--- src/pcmf_pkg.sv ---
`timescale 1ns / 1ps
`default_nettype none
// ----------------------------------------------------------------------------
// pcmf_pkg
// Shared constants and types for the PCM to float channel mapper.
// ----------------------------------------------------------------------------
package pcmf_pkg;
	localparam int RAW_W   = 24;
	localparam int FLOAT_W = 32;
	localparam int CH_W    = 3;
	localparam int CNT_W   = 4;
	localparam int IDX_W   = 2;
	localparam int STORE_DEPTH = 8;

	localparam logic [IDX_W-1:0] REG_SAMPLE_BYTES  = 2'd0;
	localparam logic [IDX_W-1:0] REG_FILE_CHANNELS = 2'd1;
	localparam logic [IDX_W-1:0] REG_DEV_CHANNELS  = 2'd2;

	typedef struct packed {
		logic [RAW_W-1:0] raw_sample;
		logic             missing;
	} in_item_t;

	typedef struct packed {
		logic [FLOAT_W-1:0] float_bits;
		logic [CH_W-1:0]    out_channel;
		logic               last_in_frame;
	} out_item_t;

	typedef struct packed {
		logic [IDX_W-1:0] index;
		logic [7:0]       data;
	} cfg_item_t;

	// converter control between sequencer and normalizer
	typedef struct packed {
		logic       start;
		logic       wide;
	} cvt_ctl_t;
endpackage
`default_nettype wire

--- src/pcmf_if.sv ---
`timescale 1ns / 1ps
`default_nettype none
// ----------------------------------------------------------------------------
// pcmf_if
// Valid/ready channel carrying one payload item.
// ----------------------------------------------------------------------------
interface pcmf_if #(parameter type payload_t = logic) ();
	logic     valid;
	logic     ready;
	payload_t payload;
	modport source (output valid, output payload, input ready);
	modport sink (input valid, input payload, output ready);
endinterface
`default_nettype wire

--- src/pcmf_norm.sv ---
`timescale 1ns / 1ps
`default_nettype none
// ----------------------------------------------------------------------------
// pcmf_norm
// Iterative int-to-float converter: one shared shifter, one bit per cycle.
// ----------------------------------------------------------------------------
module pcmf_norm
	import pcmf_pkg::*;
(
	input  wire logic               clk,
	input  wire logic               arst_n,
	input  wire cvt_ctl_t           ctl,
	input  wire logic [RAW_W-1:0]   raw,
	input  wire logic               missing,
	output logic                    done,
	output logic [FLOAT_W-1:0]      result
);
	logic [RAW_W-1:0] mag_q;
	logic [7:0]       expo_q;
	logic             neg_q;
	logic             busy_q;
	logic             zero_q;
	logic [RAW_W-1:0] sext;
	logic [RAW_W-1:0] mag_in;

	always_comb begin
		sext = ctl.wide ? raw : {{8{raw[15]}}, raw[15:0]};
		mag_in = sext[RAW_W-1] ? (~sext + 24'd1) : sext;
	end

	always_ff @(posedge clk or negedge arst_n) begin
		if (!arst_n) begin
			busy_q <= 1'b0;
		end else if (ctl.start) begin
			busy_q <= 1'b1;
		end else if (busy_q && (zero_q || mag_q[RAW_W-1])) begin
			busy_q <= 1'b0;
		end
	end

	always_ff @(posedge clk) begin
		if (ctl.start) begin
			neg_q  <= sext[RAW_W-1] && !missing;
			mag_q  <= mag_in;
			zero_q <= missing || (mag_in == '0);
			// value = mag * 2^-s; top at bit 23 gives exponent 23+127-s
			expo_q <= ctl.wide ? 8'd127 : 8'd135;
		end else if (busy_q && !zero_q && !mag_q[RAW_W-1]) begin
			mag_q  <= {mag_q[RAW_W-2:0], 1'b0};
			expo_q <= expo_q - 8'd1;
		end
	end

	assign done = busy_q && (zero_q || mag_q[RAW_W-1]);
	assign result = zero_q ? '0 : {neg_q, expo_q, mag_q[RAW_W-2:0]};
endmodule
`default_nettype wire

--- src/pcm_to_float_channel_mapper_top.sv ---
`timescale 1ns / 1ps
`default_nettype none
// ----------------------------------------------------------------------------
// pcm_to_float_channel_mapper_top
// PCM sample to IEEE single converter with per-frame channel mapping.
// ----------------------------------------------------------------------------
// Each sample transfer is converted by a shift-one-bit-per-cycle normalizer,
// which shifts out the leading zeros; the result is written to the frame store.
// When the last file channel arrives, one word per device channel leaves one
// per cycle from the store read port unless the output stalls; the input is not ready meanwhile.
module pcm_to_float_channel_mapper_top
	import pcmf_pkg::*;
#(
	parameter int MAX_CHANNELS = 8
)(
	input  wire logic clk,
	input  wire logic arst_n,
	pcmf_if.sink      cfg,
	pcmf_if.sink      in_ch,
	pcmf_if.source    out_ch
);
	localparam int LIM = (MAX_CHANNELS < STORE_DEPTH) ? MAX_CHANNELS : STORE_DEPTH;
	localparam logic [CNT_W-1:0] LIM_C = CNT_W'(LIM);

	localparam logic [1:0] ST_IDLE = 2'd0;
	localparam logic [1:0] ST_CVT  = 2'd1;
	localparam logic [1:0] ST_EMIT = 2'd2;

	logic [1:0]       state_q;
	logic [1:0]       sample_bytes_q;
	logic [CNT_W-1:0] file_channels_q, dev_channels_q;
	logic [CH_W-1:0]  channel_count_q;
	logic [CNT_W-1:0] emit_q;
	logic [FLOAT_W-1:0] store_q [STORE_DEPTH];
	logic             out_valid_q;
	out_item_t        out_q;
	logic [CNT_W-1:0] fc, oc;
	cvt_ctl_t         ctl;
	logic             done;
	logic [FLOAT_W-1:0] result;
	logic [CNT_W-1:0] src;
	in_item_t         in_item;
	cfg_item_t        cfg_item;

	assign in_item  = in_ch.payload;
	assign cfg_item = cfg.payload;

	always_comb begin
		fc = (file_channels_q == '0) ? 4'd1 :
			(file_channels_q > LIM_C) ? LIM_C : file_channels_q;
		oc = (dev_channels_q == '0) ? 4'd1 :
			(dev_channels_q > LIM_C) ? LIM_C : dev_channels_q;
		src = (emit_q < fc) ? emit_q : fc - 4'd1;
	end

	assign cfg.ready   = 1'b1;
	assign in_ch.ready = (state_q == ST_IDLE);
	assign ctl.start   = in_ch.valid && in_ch.ready;
	assign ctl.wide    = (sample_bytes_q == 2'd3);

	pcmf_norm u_norm (
		.clk     (clk),
		.arst_n  (arst_n),
		.ctl     (ctl),
		.raw     (in_item.raw_sample),
		.missing (in_item.missing),
		.done    (done),
		.result  (result)
	);

	always_ff @(posedge clk or negedge arst_n) begin
		if (!arst_n) begin
			sample_bytes_q  <= 2'd2;
			file_channels_q <= 4'd2;
			dev_channels_q  <= 4'd2;
		end else if (cfg.valid) begin
			case (cfg_item.index)
				REG_SAMPLE_BYTES:  sample_bytes_q  <= cfg_item.data[1:0];
				REG_FILE_CHANNELS: file_channels_q <= cfg_item.data[3:0];
				REG_DEV_CHANNELS:  dev_channels_q  <= cfg_item.data[3:0];
				default: ;
			endcase
		end
	end

	always_ff @(posedge clk) begin
		if (state_q == ST_CVT && done) begin
			store_q[channel_count_q] <= result;
		end
	end

	always_ff @(posedge clk or negedge arst_n) begin
		if (!arst_n) begin
			state_q         <= ST_IDLE;
			channel_count_q <= '0;
			emit_q          <= '0;
			out_valid_q     <= 1'b0;
		end else begin
			if (state_q == ST_EMIT && (!out_valid_q || out_ch.ready)) begin
				out_valid_q <= 1'b1;
			end else if (out_valid_q && out_ch.ready) begin
				out_valid_q <= 1'b0;
			end
			case (state_q)
				ST_IDLE: begin
					if (ctl.start) begin
						state_q <= ST_CVT;
					end
				end
				ST_CVT: begin
					if (done) begin
						if ({1'b0, channel_count_q} + 4'd1 < fc) begin
							channel_count_q <= channel_count_q + 3'd1;
							state_q <= ST_IDLE;
						end else begin
							channel_count_q <= '0;
							emit_q <= '0;
							state_q <= ST_EMIT;
						end
					end
				end
				ST_EMIT: begin
					if (!out_valid_q || out_ch.ready) begin
						emit_q <= emit_q + 4'd1;
						if (emit_q + 4'd1 == oc) begin
							state_q <= ST_IDLE;
						end
					end
				end
				default: state_q <= ST_IDLE;
			endcase
		end
	end

	always_ff @(posedge clk) begin
		if (state_q == ST_EMIT && (!out_valid_q || out_ch.ready)) begin
			out_q.float_bits    <= store_q[src[CH_W-1:0]];
			out_q.out_channel   <= emit_q[CH_W-1:0];
			out_q.last_in_frame <= (emit_q + 4'd1 == oc);
		end
	end

	assign out_ch.valid   = out_valid_q;
	assign out_ch.payload = out_q;
endmodule
`default_nettype wire

--- src/flat_wrapper.sv ---
// flat-port wrapper written by rule: the top's interface ports become plain ports
module pcm_to_float_channel_mapper_top_flat import pcmf_pkg::*;
#(
	parameter int MAX_CHANNELS = 8
)
  (clk, arst_n, cfg_valid, cfg_payload, cfg_ready, in_ch_valid, in_ch_payload, in_ch_ready, out_ch_valid, out_ch_payload, out_ch_ready);
  pcmf_if #(.payload_t(cfg_item_t)) cfg_i ();
  pcmf_if #(.payload_t(in_item_t)) in_ch_i ();
  pcmf_if #(.payload_t(out_item_t)) out_ch_i ();
  input  wire logic clk;
  input  wire logic arst_n;
  input wire logic [$bits(cfg_i.valid)-1:0] cfg_valid;
  input wire logic [$bits(cfg_i.payload)-1:0] cfg_payload;
  output wire logic [$bits(cfg_i.ready)-1:0] cfg_ready;
  input wire logic [$bits(in_ch_i.valid)-1:0] in_ch_valid;
  input wire logic [$bits(in_ch_i.payload)-1:0] in_ch_payload;
  output wire logic [$bits(in_ch_i.ready)-1:0] in_ch_ready;
  output wire logic [$bits(out_ch_i.valid)-1:0] out_ch_valid;
  output wire logic [$bits(out_ch_i.payload)-1:0] out_ch_payload;
  input wire logic [$bits(out_ch_i.ready)-1:0] out_ch_ready;
  assign cfg_i.valid = cfg_valid;
  assign cfg_i.payload = cfg_payload;
  assign cfg_ready = cfg_i.ready;
  assign in_ch_i.valid = in_ch_valid;
  assign in_ch_i.payload = in_ch_payload;
  assign in_ch_ready = in_ch_i.ready;
  assign out_ch_valid = out_ch_i.valid;
  assign out_ch_payload = out_ch_i.payload;
  assign out_ch_i.ready = out_ch_ready;
  pcm_to_float_channel_mapper_top #(.MAX_CHANNELS(MAX_CHANNELS)) u_core (.clk(clk), .arst_n(arst_n), .cfg(cfg_i), .in_ch(in_ch_i), .out_ch(out_ch_i));
endmodule
--- config.mk ---
export PLATFORM = sky130hd
export DESIGN_NAME = pcm_to_float_channel_mapper_top_flat
export DESIGN_NICKNAME = d
export VERILOG_FILES = /design/src/pcmf_pkg.sv /design/src/pcmf_if.sv /design/src/pcmf_norm.sv /design/src/pcm_to_float_channel_mapper_top.sv /design/src/flat_wrapper.sv
export SDC_FILE = /design/constraint.sdc
export NUM_CORES = 1
export LEC_CHECK = 0
export BUFFER_PORTS_ARGS = -buffer_cell sky130_fd_sc_hd__buf_4
export CORE_UTILIZATION = 65
export DETAILED_ROUTE_END_ITERATION = 10
export MAX_ROUTING_LAYER = met4
export PLACE_DENSITY = 0.92
export SETUP_SLACK_MARGIN = 0.4
export SLEW_MARGIN = 20
export SYNTH_ARGS = -nofsm -noshare
export SYNTH_HDL_FRONTEND = slang
export SYNTH_SLANG_ARGS = --single-unit
--- constraint.sdc ---
create_clock -name clk -period 7.1 [get_ports clk]
set_input_delay 1.065 -clock clk [delete_from_list [all_inputs] [get_ports clk]]
set_output_delay 1.065 -clock clk [all_outputs]
set_load 0.05 [all_outputs]
==> impl_metrics.py <==
metrics = {
    "power_and_ir_drop": {
        "p_per_area_nw_per_um2": 354,
        "seqPwrFrac_pct": 42.6,
        "p_sw_share_pct": 29.1,
        "max-vdd-ir-drop_uv": 240,
        "p_switching_mw": 1.76,
        "combPwrFrac_pct": 27.7,
        "p_int_mw": 4.29,
        "power_frac_clock_pct": 29.7,
        "p_leak_nw": 6.78,
        "power.total_mw": 6.05,
    },
    "clock_tree": {
        "cts-buffers-inserted": 34,
        "clock_latency_ps": 520,
        "clockRootBuffer": "clkbuf_16",
        "hold_buffers": 0,
        "cts_tree": "yes",
        "htreeDepth": 2,
        "post_cts.repair.setup_buffers": 0,
        "clock_path_buffers": 3,
        "clk_pin_slew_ps": 60,
        "cts-resized-gates": 0,
        "clock_sinks": 347,
    },
    "timing": {
        "finalSetupViolCount": 0,
        "min_period_ps": 4060,
        "finClkSkew_ps": 20.3,
        "fmax_mhz": 247,
        "slew_headroom_pct": 25.3,
        "rsz0062_at_grt": "no",
        "fin_tns_setup_ps": 0,
        "final_hold_viol_count": 0,
        "worst_pin_slew_ps": 1120,
        "fin_crit_sh_pct": 57.1,
        "drv_slew": 0,
    },
    "grt": {
        "grt_pass1_wl_um": 45300,
        "antenna_found_initial": 0,
        "grt_overflow": 0,
        "grt_max_degree": 65,
        "grt_pass1_vias": 8354,
        "grt_use_total_pct": 26.0,
    },
    "cells_and_area": {
        "nets": 1108,
        "final_common_cell": "edfxtp_1",
        "drive_gt1_share_pct": 18.2,
        "final_cell_mix": "326 x edfxtp_1, 193 x mux2i_1, 91 x buf_4",
        "syn_to_final_growth_pct": 13.2,
        "diodes": 0,
    },
    "synthesis": {
        "syn_nets": 1024,
        "synth_area_leader_cell": "edfxtp_1",
        "synth_top_area_share_pct": 64.8,
        "async_flop_share_pct": 6.05,
        "syn_inst": 972,
        "avgSynthCellArea_um2": 15.5,
        "synth_edf_count": 326,
        "synth.area.top_cells": "edfxtp_1 65%, mux2i_1 13%, dfrtp_1 3.0%, mux2_2 2.6%, nor2b_1 1.4%",
        "synth_area_um2": 15100,
        "ys_seq_area_share_pct": 68.3,
        "ys_types": 55,
        "synthFlopType": "edfxtp_1",
        "synth-seq-cells": 347,
        "synth_warnings": 0,
    },
    "route": {
        "antenna_left": 0,
        "dr.pass1.iters": 5,
        "drc_errors": 0,
        "drt_wl_total_um": 29500,
        "drt_iter0_drc": 743,
        "routedWlPerCell_um": 21.6,
        "vias": 8404,
        "viasPerCell": 6.16,
    },
    "floorplanning": {
        "core_area_um2": 22700,
        "die_h_um": 154,
        "rows": 55,
        "die_w_um": 154,
        "die-area_um2": 23800,
        "ios": 79,
        "start_util_pct": 66.5,
    },
    "setup_path": {
        "reg2reg_setup_slack_ps": 3040,
        "critical_path_class": "reg -> reg",
        "arrival_ps": 4300,
        "worst_setup_path_end_kind": "flop",
        "cp_cell_sequence": "inv_1 -> nand2_1 -> ha_1 -> o41ai_1 -> mux2i_4 -> buf_4 -> mux2i_1 -> mux2i_1 -> mux2_1",
        "rr_worst_depth": 9,
        "reg2reg_from": "u_core.file_channels_q[3]$_DFFE_PN0P_",
        "cp_max_fo": 63,
        "cpMostUsedCell": "mux2i_1",
        "r2r_end": "u_core.out_ch.payload[13]$_DFFE_PP_",
        "worstPathRequired_ps": 7350,
        "cp-start-kind": "flop",
        "cp_slowest_cell": "buf_4",
        "cpPeakStageDelay_ps": 830,
    },
    "hold_path": {
        "min_path_type": "in -> async",
    },
    "placement": {
        "place_congestion": 0.852,
        "io_buffers": 73,
        "hpwl_um": 16400,
    },
    "run_status": {
        "status": "complete, no violations",
    },
    "run": {
        "maxCapViolCount": 0,
    },
}
[routing by layer]
layer	vias up	global-route usage, %	wire length (um)
met1	4138	33.3	12000
li1	3871	-	-
met2	332	43.0	14900
met4	0	9.10	743
met3	63	3.53	1830
met5	-	-	0
[kinds of logic after synthesis]
logic type	Yosys count	synth area share [%]
compound gates	97	4.10
other cells	1	0.0248
xor+xnor	32	1.86
mux	240	16.3
flops	347	68.3
fa+ha+maj	12	0.994
buf+inv	53	1.90
simple gates	190	6.53
[flip-flops by register name (all words and copies together), names as in the netlist, 2 cells and up]
| name | cells |
|---|---|
| u_core.channel_count_q | 3 |
| u_core.dev_channels_q | 4 |
| u_core.emit_q | 4 |
| u_core.file_channels_q | 4 |
| u_core.out_ch.payload | 36 |
| u_core.sample_bytes_q | 2 |
| u_core.state_q | 2 |
| u_core.store_q | 256 |
| u_core.u_norm.expo_q | 8 |
| u_core.u_norm.mag_q | 24 |
[cells in the mapped netlist, types with 3 or more instances]
cell type,count
mux2_2,35
nor2_1,32
or3_1,5
nor4_1,3
xor2_1,14
a21o_1,3
dfrtp_1,18
edfxtp_1,326
inv_1,10
and3_1,3
xnor2_1,18
and2_1,3
mux2_1,10
a31oi_1,4
nand2b_1,12
o211ai_1,3
clkbuf_1,16
o21ai_1,9
ha_1,12
nand4_1,3
o41ai_1,3
o31ai_1,6
buf_4,4
buf_6,7
a21oi_1,14
nand2_1,58
o2bb2ai_1,3
buf_2,16
nor3_1,15
mux2i_1,195
a21boi_0,3
nand3_1,8
nand3b_1,3
o21ai_0,37
nor2b_1,35
dfstp_2,3
[power by group through the flow]
stage	Combinational [mW]	Clock, mW	Sequential, mW
6_report	1.68	1.80	2.58
5_1_grt	1.80	1.89	2.59
3_5_place_dp	1.65	0	2.62
3_3_place_gp	1.58	0	2.61
2_1_floorplan	1.31	0	2.59
4_1_cts	1.68	1.81	2.57
[worst max path at each step]
stage                                          startpoint                             endpoint  slack, ps
finish              u_core.file_channels_q[3]$_DFFE_PN0P_  u_core.out_ch.payload[13]$_DFFE_PP_       3040
global route        u_core.file_channels_q[3]$_DFFE_PN0P_  u_core.out_ch.payload[13]$_DFFE_PP_       2850
CTS                 u_core.file_channels_q[3]$_DFFE_PN0P_  u_core.out_ch.payload[13]$_DFFE_PP_       3030
detailed placement  u_core.file_channels_q[3]$_DFFE_PN0P_  u_core.out_ch.payload[13]$_DFFE_PP_       3190
global placement    u_core.file_channels_q[3]$_DFFE_PN0P_  u_core.out_ch.payload[12]$_DFFE_PP_       3270
floorplan                  u_core.u_norm.zero_q$_DFFE_PP_       u_core.store_q[0][0]$_DFFE_PP_       2680
[worst max-delay path: cells and delay by family (launching register included)]
kind / cells / cell delay [ps]
mux: 4 / 1270
flops: 1 / 420
simple gates: 1 / 130
compound gates: 1 / 620
fa+ha+maj: 1 / 320
buf+inv: 2 / 960
[final cells by class]
cell class	count	area, um2
Inverter	10	37.5
Multi-Input combinational cell	572	4590
Tap cell	285	357
Clock inverter	22	245
Sequential cell	347	10300
Fill cell	1274	5620
Timing Repair Buffer	91	683
Clock buffer	37	862
[stage by stage]
| step | setup slack [ps] | hold WS [ps] | util, % | instance area, um2 | std cells |
|---|---|---|---|---|---|
| CTS | 3030 | 417 | 75.3 | 17100 | 1364 |
| global placement | 3270 | 456 | 70.4 | 16000 | 1305 |
| finish | 3040 | 420 | 75.3 | 17100 | 1364 |
| detailed placement | 3190 | 471 | 70.4 | 16000 | 1305 |
| global route | 2850 | 436 | 75.3 | 17100 | 1364 |
| floorplan | 2680 | 441 | - | 15100 | 972 |
Note: power is estimated with default switching activity, not from simulation.
